File: config.mk
export PLATFORM = sky130hd
export DESIGN_NAME = humidity_sensor_read_sequencer
export DESIGN_NICKNAME = d
export VERILOG_FILES = /design/src/hdl/hss_pkg.sv /design/src/hdl/hss_outq.sv /design/src/hdl/hss_ctrl.sv /design/src/hdl/humidity_sensor_read_sequencer.sv
export SDC_FILE = /design/constraint.sdc
export NUM_CORES = 1
export LEC_CHECK = 0
export BUFFER_PORTS_ARGS = -buffer_cell sky130_fd_sc_hd__buf_4
export CORE_UTILIZATION = 45
export DETAILED_ROUTE_END_ITERATION = 10
export PLACE_DENSITY = 0.62
export SLEW_MARGIN = 20
export SYNTH_ARGS = -nofsm -noshare
export SYNTH_HDL_FRONTEND = slang
export SYNTH_SLANG_ARGS = --single-unit
File: constraint.sdc
create_clock -name clk -period 6 [get_ports clk]
set_input_delay 1.2 -clock clk [delete_from_list [all_inputs] [get_ports clk]]
set_output_delay 1.2 -clock clk [all_outputs]
set_load 0.01 [all_outputs]
File: src/hdl/hss_pkg.sv
// Shared types, constants and helper functions for the humidity sensor read sequencer.
// No dependencies; every other file in hdl/ imports this package.
package hss_pkg;

  // Request codes carried on req_type
  localparam logic [1:0] REQ_START = 2'd0;
  localparam logic [1:0] REQ_TICK  = 2'd1;
  localparam logic [1:0] REQ_DONE  = 2'd2;

  // Result kinds carried on out_kind
  localparam logic [1:0] KIND_POWER_ON  = 2'd0;
  localparam logic [1:0] KIND_XFER      = 2'd1;
  localparam logic [1:0] KIND_MEAS      = 2'd2;
  localparam logic [1:0] KIND_POWER_OFF = 2'd3;

  // Configuration register indexes
  localparam logic [2:0] CFG_POWERUP_WAIT = 3'd0;
  localparam logic [2:0] CFG_INIT_WAIT    = 3'd1;
  localparam logic [2:0] CFG_MEASURE_WAIT = 3'd2;
  localparam logic [2:0] CFG_BUSY_WAIT    = 3'd3;
  localparam logic [2:0] CFG_RETRY_LIMIT  = 3'd4;

  localparam logic [7:0] RST_POWERUP_WAIT = 8'd49;
  localparam logic [7:0] RST_INIT_WAIT    = 8'd9;
  localparam logic [7:0] RST_MEASURE_WAIT = 8'd89;
  localparam logic [7:0] RST_BUSY_WAIT    = 8'd1;
  localparam logic [2:0] RST_RETRY_LIMIT  = 3'd3;

  // Bus transaction contents
  localparam logic [7:0]  ADDR_READ  = 8'h71;
  localparam logic [7:0]  ADDR_WRITE = 8'h70;
  localparam logic [23:0] CMD_INIT   = 24'hBE0800;
  localparam logic [23:0] CMD_TRIG   = 24'hAC3300;
  localparam logic [3:0]  TOTAL_STAT = 4'd2;
  localparam logic [3:0]  TOTAL_CMD  = 4'd4;
  localparam logic [3:0]  TOTAL_READ = 4'd8;

  // Status byte bits
  localparam int ST_BUSY_BIT = 7;
  localparam int ST_CAL_BIT  = 3;

  localparam logic [7:0] CRC_POLY = 8'h31;
  localparam logic [7:0] CRC_INIT = 8'hFF;

  localparam logic [2:0] RETRY_MAX   = 3'd7;
  localparam logic [7:0] TIMER_MAX   = 8'hFF;
  localparam logic [13:0] HUM_SCALE  = 14'd10000;
  localparam logic [14:0] TEMP_SCALE = 15'd20000;
  localparam logic [14:0] TEMP_OFFSET = 15'd5000;

  // Output queue
  localparam int OQ_DEPTH = 4;
  localparam int OQ_AW    = $clog2(OQ_DEPTH);
  localparam int OQ_CW    = $clog2(OQ_DEPTH + 1);

  typedef enum logic [4:0] {
    PH_IDLE       = 5'd0,
    PH_PWR_WAIT   = 5'd1,
    PH_STAT_XFER  = 5'd3,
    PH_STAT_RETRY = 5'd4,
    PH_INIT_XFER  = 5'd6,
    PH_INIT_RETRY = 5'd7,
    PH_INIT_WAIT  = 5'd8,
    PH_TRIG_XFER  = 5'd10,
    PH_TRIG_RETRY = 5'd11,
    PH_MEAS_WAIT  = 5'd12,
    PH_READ_XFER  = 5'd14,
    PH_READ_RETRY = 5'd15
  } phase_t;

  typedef struct packed {
    logic [7:0] powerup_wait;
    logic [7:0] init_wait;
    logic [7:0] measure_wait;
    logic [7:0] busy_wait;
    logic [2:0] retry_limit;
  } cfg_t;

  typedef struct packed {
    logic [1:0]  req_type;
    logic        xfer_error;
    logic [7:0]  rx_status;
    logic [39:0] rx_data;
    logic [7:0]  rx_crc;
  } item_t;

  typedef struct packed {
    logic [1:0]  kind;
    logic [7:0]  first_byte;
    logic [23:0] command;
    logic [3:0]  total;
    logic [13:0] humidity;
    logic [14:0] temperature;
    logic        last;
  } res_t;

  // Up to two results written into the output queue in one cycle
  typedef struct packed {
    logic [1:0] num;
    res_t       first;
    res_t       second;
  } push_t;

  function automatic logic [7:0] crc8_byte(input logic [7:0] crc_in, input logic [7:0] b);
    logic [7:0] c;
    c = crc_in ^ b;
    for (int k = 0; k < 8; k++) begin
      c = c[7] ? ((c << 1) ^ CRC_POLY) : (c << 1);
    end
    return c;
  endfunction

  // Status byte followed by the five data bytes, first byte in the top bits
  function automatic logic [7:0] crc8_frame(input logic [47:0] bytes);
    logic [7:0] c;
    c = CRC_INIT;
    for (int i = 5; i >= 0; i--) begin
      c = crc8_byte(c, bytes[8*i +: 8]);
    end
    return c;
  endfunction

  function automatic res_t issue_res(input phase_t target);
    res_t r;
    r = '0;
    r.kind = KIND_XFER;
    unique case (target)
      PH_STAT_XFER: begin
        r.first_byte = ADDR_READ;
        r.total      = TOTAL_STAT;
      end
      PH_INIT_XFER: begin
        r.first_byte = ADDR_WRITE;
        r.command    = CMD_INIT;
        r.total      = TOTAL_CMD;
      end
      PH_TRIG_XFER: begin
        r.first_byte = ADDR_WRITE;
        r.command    = CMD_TRIG;
        r.total      = TOTAL_CMD;
      end
      default: begin
        r.first_byte = ADDR_READ;
        r.total      = TOTAL_READ;
      end
    endcase
    return r;
  endfunction

endpackage

File: src/hdl/hss_outq.sv
// Output queue: four result entries, up to two written and one read per cycle.
// Depends on hss_pkg for res_t, push_t and the queue sizing constants.
module hss_outq (
  input  logic          clk,
  input  logic          rst,
  input  hss_pkg::push_t push,
  output logic          room,
  output logic          out_valid,
  input  logic          out_stall,
  output hss_pkg::res_t head
);
  import hss_pkg::*;

  res_t             mem [OQ_DEPTH];
  logic [OQ_AW-1:0] wr_ptr;
  logic [OQ_AW-1:0] rd_ptr;
  logic [OQ_CW-1:0] count;
  logic             pop;

  assign out_valid = (count != '0);
  assign pop       = out_valid && !out_stall;
  assign head      = mem[rd_ptr];
  // Space for a full two-result transfer, ignoring this cycle's pop
  assign room      = (count <= OQ_CW'(OQ_DEPTH - 2));

  always_ff @(posedge clk) begin
    if (push.num != 2'd0) begin
      mem[wr_ptr] <= push.first;
    end
    if (push.num == 2'd2) begin
      mem[wr_ptr + OQ_AW'(1)] <= push.second;
    end
  end

  always_ff @(posedge clk) begin
    if (rst) begin
      wr_ptr <= '0;
      rd_ptr <= '0;
      count  <= '0;
    end else begin
      wr_ptr <= wr_ptr + OQ_AW'(push.num);
      if (pop) begin
        rd_ptr <= rd_ptr + OQ_AW'(1);
      end
      count <= count + OQ_CW'(push.num) - OQ_CW'(pop);
    end
  end

  a_count_bound: assert property (@(posedge clk) disable iff (rst)
    count <= OQ_CW'(OQ_DEPTH))
    else $error("output queue count above depth");

  a_no_overflow: assert property (@(posedge clk) disable iff (rst)
    (push.num == 2'd0) ||
    ((OQ_CW + 1)'(count) + (OQ_CW + 1)'(push.num) <= (OQ_CW + 1)'(OQ_DEPTH) + (OQ_CW + 1)'(pop)))
    else $error("output queue written while full");

  a_pop_drains: assert property (@(posedge clk) disable iff (rst)
    (pop && push.num == 2'd0) |=> (count == $past(count) - OQ_CW'(1)))
    else $error("output queue count did not drop after read");

endmodule

File: src/hdl/hss_ctrl.sv
// Sequencer: phase state, retry and wait timers, CRC check and scaling of one item.
// Depends on hss_pkg for phase_t, cfg_t, item_t, push_t and the CRC helpers.
module hss_ctrl (
  input  logic           clk,
  input  logic           rst,
  input  logic           go,
  input  hss_pkg::item_t item,
  input  hss_pkg::cfg_t  cfg,
  output hss_pkg::push_t push
);
  import hss_pkg::*;

  phase_t      phase, phase_next;
  logic [2:0]  retry_count, retry_count_next;
  logic [7:0]  wait_timer, wait_timer_next;
  logic [19:0] humidity_raw, humidity_raw_next;
  logic [19:0] temperature_raw, temperature_raw_next;

  logic [7:0]  timer_inc;
  logic [2:0]  retry_inc;
  logic        give_up;
  logic        crc_ok;
  logic [33:0] hum_prod;
  logic [34:0] temp_prod;

  logic pwr_on_v, issue_v, meas_v, off_v, do_finish, main_v;
  res_t main_res, off_res;

  assign timer_inc = (wait_timer == TIMER_MAX) ? wait_timer : wait_timer + 8'd1;
  assign retry_inc = (retry_count == RETRY_MAX) ? retry_count : retry_count + 3'd1;
  assign give_up   = (retry_inc >= cfg.retry_limit);
  assign crc_ok    = (crc8_frame({item.rx_status, item.rx_data}) == item.rx_crc);
  assign hum_prod  = 34'(item.rx_data[39:20]) * 34'(HUM_SCALE);
  assign temp_prod = 35'(item.rx_data[19:0]) * 35'(TEMP_SCALE);

  // Next state
  always_comb begin
    phase_next           = phase;
    retry_count_next     = retry_count;
    wait_timer_next      = wait_timer;
    humidity_raw_next    = humidity_raw;
    temperature_raw_next = temperature_raw;
    pwr_on_v  = 1'b0;
    issue_v   = 1'b0;
    meas_v    = 1'b0;
    off_v     = 1'b0;
    do_finish = 1'b0;
    if (go) begin
      unique case (item.req_type)
        REQ_START: begin
          if (phase == PH_IDLE) begin
            wait_timer_next = '0;
            phase_next      = PH_PWR_WAIT;
            pwr_on_v        = 1'b1;
          end
        end
        REQ_TICK: begin
          wait_timer_next = timer_inc;
          unique case (phase)
            PH_PWR_WAIT: begin
              if (timer_inc > cfg.powerup_wait) begin
                retry_count_next = '0;
                phase_next       = PH_STAT_XFER;
                issue_v          = 1'b1;
              end
            end
            PH_STAT_RETRY: begin
              if (timer_inc != '0) begin
                phase_next = PH_STAT_XFER;
                issue_v    = 1'b1;
              end
            end
            PH_INIT_RETRY: begin
              if (timer_inc != '0) begin
                phase_next = PH_INIT_XFER;
                issue_v    = 1'b1;
              end
            end
            PH_INIT_WAIT: begin
              if (timer_inc > cfg.init_wait) begin
                retry_count_next = '0;
                phase_next       = PH_TRIG_XFER;
                issue_v          = 1'b1;
              end
            end
            PH_TRIG_RETRY: begin
              if (timer_inc != '0) begin
                phase_next = PH_TRIG_XFER;
                issue_v    = 1'b1;
              end
            end
            PH_MEAS_WAIT: begin
              if (timer_inc > cfg.measure_wait) begin
                retry_count_next = '0;
                phase_next       = PH_READ_XFER;
                issue_v          = 1'b1;
              end
            end
            PH_READ_RETRY: begin
              if (timer_inc > cfg.busy_wait) begin
                phase_next = PH_READ_XFER;
                issue_v    = 1'b1;
              end
            end
            default: ;
          endcase
        end
        REQ_DONE: begin
          unique case (phase)
            PH_STAT_XFER: begin
              if (item.xfer_error) begin
                retry_count_next = retry_inc;
                if (give_up) begin
                  do_finish = 1'b1;
                end else begin
                  wait_timer_next = '0;
                  phase_next      = PH_STAT_RETRY;
                end
              end else if (item.rx_status[ST_CAL_BIT]) begin
                phase_next = PH_TRIG_XFER;
                issue_v    = 1'b1;
              end else begin
                retry_count_next = '0;
                phase_next       = PH_INIT_XFER;
                issue_v          = 1'b1;
              end
            end
            PH_INIT_XFER: begin
              wait_timer_next = '0;
              if (item.xfer_error) begin
                retry_count_next = retry_inc;
                if (give_up) begin
                  do_finish = 1'b1;
                end else begin
                  phase_next = PH_INIT_RETRY;
                end
              end else begin
                phase_next = PH_INIT_WAIT;
              end
            end
            PH_TRIG_XFER: begin
              wait_timer_next = '0;
              if (item.xfer_error) begin
                retry_count_next = retry_inc;
                if (give_up) begin
                  do_finish = 1'b1;
                end else begin
                  phase_next = PH_TRIG_RETRY;
                end
              end else begin
                phase_next = PH_MEAS_WAIT;
              end
            end
            PH_READ_XFER: begin
              if (item.xfer_error) begin
                retry_count_next = retry_inc;
                if (give_up) begin
                  do_finish = 1'b1;
                end else begin
                  wait_timer_next = '0;
                  phase_next      = PH_READ_RETRY;
                end
              end else if (item.rx_status[ST_BUSY_BIT]) begin
                wait_timer_next = '0;
                phase_next      = PH_READ_RETRY;
              end else begin
                if (crc_ok) begin
                  humidity_raw_next    = item.rx_data[39:20];
                  temperature_raw_next = item.rx_data[19:0];
                  meas_v               = 1'b1;
                end
                do_finish = 1'b1;
              end
            end
            default: ;
          endcase
        end
        default: ;
      endcase
      // End of sequence: restart when both raw values are zero, as when nothing was measured yet
      if (do_finish) begin
        if (humidity_raw_next == '0 && temperature_raw_next == '0) begin
          phase_next      = PH_PWR_WAIT;
          wait_timer_next = '0;
        end else begin
          phase_next = PH_IDLE;
          off_v      = 1'b1;
        end
      end
    end
  end

  // Results
  always_comb begin
    main_res = '0;
    off_res  = '0;
    push     = '0;
    if (pwr_on_v) begin
      main_res.kind = KIND_POWER_ON;
    end else if (issue_v) begin
      main_res = issue_res(phase_next);
    end else if (meas_v) begin
      main_res.kind        = KIND_MEAS;
      main_res.humidity    = hum_prod[33:20];
      main_res.temperature = temp_prod[34:20] - TEMP_OFFSET;
    end
    off_res.kind = KIND_POWER_OFF;
    off_res.last = 1'b1;
    main_v = pwr_on_v || issue_v || meas_v;
    if (main_v && off_v) begin
      push.num    = 2'd2;
      push.first  = main_res;
      push.second = off_res;
    end else if (main_v) begin
      push.num        = 2'd1;
      push.first      = main_res;
      push.first.last = 1'b1;
    end else if (off_v) begin
      push.num   = 2'd1;
      push.first = off_res;
    end
  end

  always_ff @(posedge clk) begin
    if (rst) begin
      phase           <= PH_IDLE;
      retry_count     <= '0;
      wait_timer      <= '0;
      humidity_raw    <= '0;
      temperature_raw <= '0;
    end else begin
      phase           <= phase_next;
      retry_count     <= retry_count_next;
      wait_timer      <= wait_timer_next;
      humidity_raw    <= humidity_raw_next;
      temperature_raw <= temperature_raw_next;
    end
  end

endmodule

File: src/hdl/humidity_sensor_read_sequencer.sv
// Top level of the humidity sensor read sequencer: input register, config registers,
// sequencer and output queue. Depends on hss_pkg, hss_ctrl and hss_outq.
//
//   channel   direction  handshake               payload
//   -------   ---------  ----------------------  -----------------------------------------
//   in        sink       in_valid / in_stall     req_type xfer_error rx_status rx_data rx_crc
//   out       source     out_valid / out_stall   out_kind xfer_first_byte xfer_command
//                                                xfer_total humidity_x100 temperature_x100
//                                                last_result
//   cfg       sink       cfg_we (no wait)        cfg_index cfg_data
//
// An accepted item is processed while it sits in the input register (CRC check and scaling
// included), once the queue has room for two results, and its 0, 1 or 2 results enter a
// four-entry output queue; one item per cycle is accepted while the queue holds at most two
// results. Each result passes through the input register and the output queue before it is
// shown. Synchronous reset returns the phase to idle, clears timers and raw values, empties the
// queue and loads the register defaults. in_stall rises only while the queue holds more
// than two results, which happens when out_stall keeps the queue from draining.
module humidity_sensor_read_sequencer (
  input  logic               clk,
  input  logic               rst,
  // input channel
  input  logic               in_valid,
  output logic               in_stall,
  input  logic [1:0]         req_type,
  input  logic               xfer_error,
  input  logic [7:0]         rx_status,
  input  logic [39:0]        rx_data,
  input  logic [7:0]         rx_crc,
  // output channel
  output logic               out_valid,
  input  logic               out_stall,
  output logic [1:0]         out_kind,
  output logic [7:0]         xfer_first_byte,
  output logic [23:0]        xfer_command,
  output logic [3:0]         xfer_total,
  output logic [13:0]        humidity_x100,
  output logic signed [14:0] temperature_x100,
  output logic               last_result,
  // configuration port
  input  logic               cfg_we,
  input  logic [2:0]         cfg_index,
  input  logic [7:0]         cfg_data
);
  import hss_pkg::*;

  item_t item;
  logic  in_full;
  logic  room;
  logic  go;
  logic  in_xfer;
  cfg_t  cfg;
  push_t push;
  res_t  head;

  // Process the held item once its results are sure to fit
  assign go       = in_full && room;
  assign in_stall = in_full && !room;
  assign in_xfer  = in_valid && !in_stall;

  always_ff @(posedge clk) begin
    if (rst) begin
      in_full <= 1'b0;
    end else if (in_xfer) begin
      in_full <= 1'b1;
    end else if (go) begin
      in_full <= 1'b0;
    end
  end

  // Hold the payload; no reset needed
  always_ff @(posedge clk) begin
    if (in_xfer) begin
      item <= '{req_type: req_type, xfer_error: xfer_error, rx_status: rx_status,
                rx_data: rx_data, rx_crc: rx_crc};
    end
  end

  // Configuration registers; writes beyond the list are dropped
  always_ff @(posedge clk) begin
    if (rst) begin
      cfg.powerup_wait <= RST_POWERUP_WAIT;
      cfg.init_wait    <= RST_INIT_WAIT;
      cfg.measure_wait <= RST_MEASURE_WAIT;
      cfg.busy_wait    <= RST_BUSY_WAIT;
      cfg.retry_limit  <= RST_RETRY_LIMIT;
    end else if (cfg_we) begin
      unique case (cfg_index)
        CFG_POWERUP_WAIT: cfg.powerup_wait <= cfg_data;
        CFG_INIT_WAIT:    cfg.init_wait    <= cfg_data;
        CFG_MEASURE_WAIT: cfg.measure_wait <= cfg_data;
        CFG_BUSY_WAIT:    cfg.busy_wait    <= cfg_data;
        CFG_RETRY_LIMIT:  cfg.retry_limit  <= cfg_data[2:0];
        default: ;
      endcase
    end
  end

  hss_ctrl u_ctrl (
    .clk  (clk),
    .rst  (rst),
    .go   (go),
    .item (item),
    .cfg  (cfg),
    .push (push)
  );

  hss_outq u_outq (
    .clk       (clk),
    .rst       (rst),
    .push      (push),
    .room      (room),
    .out_valid (out_valid),
    .out_stall (out_stall),
    .head      (head)
  );

  // Present the head of the queue
  assign out_kind         = head.kind;
  assign xfer_first_byte  = head.first_byte;
  assign xfer_command     = head.command;
  assign xfer_total       = head.total;
  assign humidity_x100    = head.humidity;
  assign temperature_x100 = $signed(head.temperature);
  assign last_result      = head.last;

endmodule

Word level (Yosys, flattened, before mapping)
Memory sizes are Yosys's and may differ from the RTL's. A register that Yosys moved wholly into a read port is not among the register bits.
Index checks and enable logic that the tools add are counted.
Word-level totals
  bits in registers: 158
  RAM bits: 272
  input port bits: 75
  output and inout bits: 70
  logic and storage cells: 308
  memories: 1
Memories
  u_outq.mem: depth 4, bits a word 68, read ports 1, clocked after memory_dff 1, wr ports 2, RTL line hss_outq.sv:14  | res_t mem [OQ_DEPTH];
Operators by class
  $add $sub $neg: 8
  multiply operators: 2
  $lt $le $gt $ge: 6
  equality and inequality tests: 31
  muxes and demuxes: 155
  bitwise gates (word level): 54
  reduce and logical (&&, ||, !) cells: 32
Operators by type and width (number)
  $mux W6: 48
  $mux W20: 12
  $not A3 Y3: 48
  $mux W70: 2
  $mux W5: 19
  $mux W69: 1
  $mux W68: 1
  $mux W66: 1
  $mux W8: 8
  $mul A20 B10 Y30 const B: 2
  $mux W29: 2
  $pmux W24 S2: 1
  $pmux W8 S3: 2
  $logic_not A20 Y1: 2
  $xor A8 B8 Y8: 5
  $eq A5 B4 Y1 const B: 7
  $mux W35: 1
  $pmux W5 S7: 1
  $mux W1: 34
  $gt A8 B8 Y1: 4
  $mux W3: 7
  $eq A5 B3 Y1 const B: 4
  $pmux W5 S4: 1
  $pmux W5 S3: 1
  other kinds (42): 74

Longest topological paths before layout
  depth after elaboration: 124
  depth in mapped cells: 29
  mapped depth without buffers: 27

By module
A second synthesis with hierarchy kept.
Unflattened totals
  cell total of the unflattened synthesis: 2415
  area total of the unflattened synthesis: 29400.7 µm²
By module, submodules not included
  hss_outq: times used 1, cells each 712, area each 13693.1 µm², seq. area each 8348.0 µm²
  hss_ctrl: times used 1, cells each 1506, area each 12455.7 µm², seq. area each 1121.1 µm²
  humidity_sensor_read_sequencer: times used 1, cells each 197, area each 3251.9 µm², seq. area each 2492.4 µm²

Least setup slack after synthesis
No wires, ideal clock.
  kind: reg-to-reg
  start point: register item[13] (netlist name)
  end point: memory u_outq.mem[0][15] (netlist bit)
  setup time: 0.127 ns
  arrival: 5.789 ns
  required time: 5.873 ns
  slack: 0.084 ns
  stages on the path, launching flop included: 23
  buffers on the path: 0
  clock period less this slack: 5.916 ns
  cell sequence: edfxtp_1 fa_1 ha_1 inv_1 fa_1 inv_1 ha_1 inv_1 fa_1 inv_1 ha_1 a2111oi_0 o21ai_0 nand3_1 a311oi_1 or4_1 o22ai_1 a211oi_1 or3_1 and3_1 nor3_1 xor2_1 o21ai_0
RTL lines (RTL line)
  end, declared: hss_outq.sv:14

Final worst setup path
  start point: register item[51] (netlist name)
  end point: register u_outq.count[2]
Between the ends
  cells in the longest elaborated chain, start to end: 71
  elaborated cells between the ends (all ways): 126
  classes of those cells: 2 x add/sub; 1 x eq/ne; 70 x mux; 48 x bitwise; 5 x reduce/logical
RTL lines
  $not A8 Y8 (no line) *
  $not A3 Y3 (no line)
  $mux W6 *: RTL line hss_pkg.sv:108  | c = c[7] ? ((c << 1) ^ CRC_POLY) : (c << 1);
  $not A3 Y3 (no line)
  $mux W6 * (2 in series): RTL line hss_pkg.sv:108
  $mux W6 (3 in series): RTL line hss_pkg.sv:108
  $xor A8 B8 Y8 *: RTL line hss_pkg.sv:106  | c = crc_in ^ b;
  $not A3 Y3 (no line)
  (+52 left out)
  $mux W1: RTL line hss_ctrl.sv:182  | if (humidity_raw_next == '0 && temperature_raw_next == '0) begin
  $mux W1: RTL line hss_ctrl.sv:181  | if (do_finish) begin
  $mux W1: RTL line hss_ctrl.sv:48  | if (go) begin
  $mux W69: RTL line hss_ctrl.sv:218  | end else if (off_v) begin
  $mux W70: RTL line hss_ctrl.sv:214  | end else if (main_v) begin
  $mux W70 *: RTL line hss_ctrl.sv:210  | if (main_v && off_v) begin
  $add A3 B2 Y3 *: RTL line hss_outq.sv:45  | count <= count + OQ_CW'(push.num) - OQ_CW'(pop);
  $sub A3 B1 Y3 *: RTL line hss_outq.sv:45
  end signal, assigned: RTL line hss_outq.sv:45
  end, declared: RTL line hss_outq.sv:17  | logic [OQ_CW-1:0] count;
Every way passes the cells marked *; elsewhere a longest branch is shown, timed or not. The select of a mux whose other input is x is not followed.
A chain may end at the register's enable or synchronous reset.

==> qor.csv <==
metric,value,unit
cts_root_buffer,clkbuf_16,
reg2regPathDepth,22,
clock_skew,16.94,ps
dp_worst_setup_slack,-251.8,ps
crit_path_cell_trace,buf_4 -> xor2_1 -> xnor3_2 -> xnor3_2 -> xnor3_1 -> xor2_1 -> xnor2_1 -> xnor2_1 -> mux2i_1 -> nand4b_1 -> nor2b_4 -> mux2_4 -> nor2_4 -> nand2_4 -> inv_2 -> ha_1 -> inv_1 -> ha_1 -> fa_1 -> xnor2_1 -> xnor2_1 -> nor2_1,
critPathMostFrequentCell,xnor2_1,
crit_buf_inv,3,
syn_avg_cell_area,9.742,µm²
grt_pass1_vias,15781,
final.min_clock_period,5794,ps
fin_nets,2708,
firstDrtPassIters,5,
hold_class,flip-flop to flip-flop,
numCtsBuffers,38,
wl,50.68,mm
place.gp.congestion,0.8725,
max_clock_freq,0.1726,GHz
n_antenna_cell,0,
synthesis.area,0.02088,mm²
power,15.14,mW
worstPathArrival,6210,ps
ir_worst_vdd,0.001392,V
drcViolationCount,0,
synth-main-ff-cell,dfxtp_1,
overflow,0,
drtIter0Drc,785,
n_fill_cell,4033,
tightestPinTransition,1103,ps
die_x,217.4,µm
ys_ff_latch,316,
area_delta_synth_final,17.21,%
cp_slowest_cell,edfxtp_1,
relSlewSlack,26.38,%
register_area,0.007038,mm²
min_to,u_outq.mem[2][27]$_SDFFE_PP0P_,
fp-row-count,78,
end_kind,flip-flop,
vias,15432,
crit_family,XOR/XNOR gates,
netlist_instances,2143,
cp_max_fo,4,
yosysSeqAreaShare,33.71,%
synth.distinct_cells,73,
wl_per_cell,17.12,µm
maxCapViolCount,0,
die_area,0.04726,mm²
cts_max_level,2,
clk_path_buf_depth,3,
r2r_slack,210,ps
cp.required,6420,ps
leakage,10.90,nW
grt_max_degree,85,
async_flop_share,0,%
clkTransAtPathRegs,60,ps
setup_slack,206.1,ps
cts_tree,built,
multiInputGateArea,0.01266,mm²
critical_path_class,flip-flop to flip-flop,
dp_cells,2867,
coreArea,0.04558,mm²
track_usage,22.07,%
critPathMaxStageDelay,500,ps
drive_gt1_share,17.03,%
clk_latency,570,ps
worstHoldStart,u_outq.mem[2][27]$_SDFFE_PP0P_,
hpwl,37.95,mm
finalSetupViolCount,0,
die_h,217.4,µm
start_util,45.81,%
worstHoldPathCells,2,
io_pins,145,
final_cells,2961,
status,"finished, final reports clean",
grt_pass1_wl,82.50,mm
synth_edf_count,71,
start_kind,flip-flop,
cts_sinks,316,
routed_via_density,5.212,
io_buffers,126,
ys_warn_count,0,
fin_crit_sh,96.56,%
antenna_found_initial,0,
power_density,618.8,mW/mm²
reg2reg_from,item[51]$_DFFE_PP_,
timing.rr.end,u_outq.count[2]$_SDFF_PP0_,
critical_path.startpoint,item[51]$_DFFE_PP_,
ant_nets,0,
slew_viol_final,0,
finalHoldViolations,0,
[cell type report]
class	count	share of cell area [%]
clock buffer	52	4.346
clock inverter	17	0.6750
inverter	269	4.127
multi-input combinational	1472	51.76
sequential	316	28.76
tap	600	3.068
timing repair buffer	235	7.261
[registers in the layout, indices dropped and copies added (netlist names), named ones only]
name	cells
item	59
u_outq.rd_ptr	2
u_ctrl.temperature_raw	20
cfg	35
u_outq.wr_ptr	2
u_ctrl.phase	5
in_full	1
u_outq.count	3
u_ctrl.retry_count	3
u_ctrl.humidity_raw	20
u_ctrl.wait_timer	8
u_outq.mem	156
[cell usage in the layout, fill, tap and decap left out, drive strengths merged, types with 7 or more instances in the layout]
| cell type | count |
|---|---|
| edfxtp | 71 |
| ha | 208 |
| nor2 | 70 |
| fa | 93 |
| nand4 | 12 |
| nand2b | 14 |
| a21o | 15 |
| xnor3 | 39 |
| mux4 | 39 |
| a31oi | 8 |
| nor3 | 12 |
| a22o | 20 |
| o31ai | 14 |
| and2 | 9 |
| nand3 | 27 |
| or2 | 8 |
| clkbuf | 52 |
| nand2 | 321 |
| conb | 18 |
| nor4 | 23 |
| and3 | 8 |
| o21a | 12 |
| buf | 235 |
| or3 | 8 |
| dfxtp | 245 |
| nor2b | 30 |
| mux2i | 18 |
| inv | 275 |
| xor2 | 35 |
| a21oi | 102 |
| o211ai | 7 |
| o21ai | 163 |
| clkinv | 8 |
| xnor2 | 78 |
[through the flow]
| stage | cell area [µm²] | util (%) | setup TNS, ps | hold WS, ps |
|---|---|---|---|---|
| CTS | 24030 | 52.72 | 0 | 450.6 |
| global placement | 22790 | 50.01 | -561.0 | 427.4 |
| floorplan | 20940 | - | 0 | 419.6 |
| finish | 24470 | 53.69 | 0 | 448.0 |
| detailed placement | 22790 | 50.01 | -1130 | 439.6 |
| global route | 24470 | 53.69 | -717.9 | 469.3 |
[where the power goes]
part | switching (mW) | internal (mW)
Combinational | 5.20 | 5.31
Clock | 0.950 | 1.31
Sequential | 0.128 | 2.25
Total | 6.28 | 8.86
[cell usage after synthesis (4+ instances only)]
| cell type | number | area (µm²) |
|---|---|---|
| clkbuf_1 | 66 | 247.7 |
| mux4_2 | 39 | 878.3 |
| xnor2_1 | 75 | 656.9 |
| o211ai_1 | 7 | 52.55 |
| ha_1 | 208 | 2603 |
| and2_1 | 9 | 56.30 |
| o21bai_1 | 6 | 45.04 |
| a211o_1 | 5 | 43.79 |
| a31oi_1 | 8 | 50.05 |
| xnor3_2 | 4 | 95.09 |
| fa_1 | 93 | 1862 |
| o21ai_0 | 159 | 795.8 |
| dfxtp_1 | 245 | 4905 |
| nand3_1 | 27 | 135.1 |
| a22o_1 | 20 | 175.2 |
| nor4_1 | 23 | 143.9 |
| edfxtp_1 | 71 | 2132 |
| a21boi_0 | 4 | 30.03 |
| o21a_1 | 12 | 90.09 |
| nor2_1 | 69 | 259.0 |
| buf_4 | 30 | 225.2 |
| mux2i_1 | 18 | 180.2 |
| a21oi_1 | 102 | 510.5 |
| nand2_1 | 319 | 1197 |
| nand2b_1 | 14 | 87.58 |
| o21ai_1 | 4 | 20.02 |
| buf_1 | 5 | 18.77 |
| nor3_1 | 12 | 60.06 |
| or2_2 | 8 | 50.05 |
| nand3b_1 | 4 | 30.03 |
| mux2_2 | 4 | 45.04 |
| and3_1 | 8 | 50.05 |
| o31ai_1 | 14 | 105.1 |
| nor2b_1 | 29 | 181.4 |
| xnor3_1 | 35 | 788.3 |
| xor2_1 | 33 | 289.0 |
| xor3_1 | 4 | 95.09 |
| nand4_1 | 12 | 75.07 |
| a21o_1 | 15 | 112.6 |
| or3_1 | 8 | 50.05 |
| inv_1 | 268 | 1006 |
[routing by layer]
| metal | wire, µm | track usage [%] | up-vias |
|---|---|---|---|
| li1 | - | - | 7575 |
| met1 | 22810 | 29.10 | 7468 |
| met2 | 24470 | 37.51 | 313 |
| met3 | 2119 | 2.949 | 76 |
| met4 | 1277 | 6.784 | 0 |
| met5 | 0 | 0 | - |
[what timing repair did]
| action | CTS | global route |
|---|---|---|
| pin swaps | 1 | 25 |
| setup endpoints to repair | 8 | 162 |
| resized for setup | 4 | 47 |
| hold buffers | 0 | 0 |
| buffers inserted | 0 | 25 |
[tightest hold or removal path, cell delays in order (launching register included)]
cell	delay (ps)
dfxtp_1	320
nand2_1	40
o21ai_0	50
[cells by family (layout without fill, tap and decap cells)]
| kind of cell | Yosys count | count (layout) | synth area share, % |
|---|---|---|---|
| flip-flops | 316 | 316 | 33.71 |
| buffers and inverters | 372 | 573 | 7.240 |
| adder cells (fa/ha/maj) | 301 | 301 | 21.38 |
| multiplexers | 62 | 62 | 5.358 |
| XOR/XNOR | 156 | 156 | 9.661 |
| other | 1 | 18 | 0.01796 |
| AO/OA/AOI/OAI | 382 | 382 | 10.81 |
| AND/OR/NAND/NOR | 553 | 553 | 11.83 |
[how the worst max path moves through the flow]
| stage | to | slack (ps) | cells past startpoint |
|---|---|---|---|
| after floorplan | u_outq.mem[0][15]$_SDFFE_PP0P_ | 80 | 22 |
| after CTS | u_outq.mem[0][15]$_SDFFE_PP0P_ | 1 | 22 |
| after global routing | u_outq.mem[2][14]$_SDFFE_PP0P_ | -70 | 24 |
| after detailed placement | u_outq.mem[0][15]$_SDFFE_PP0P_ | -250 | 23 |
| final | u_outq.count[2]$_SDFF_PP0_ | 210 | 22 |
| after global placement | u_outq.mem[0][15]$_SDFFE_PP0P_ | -140 | 23 |
(Power assumes the default switching activity.)
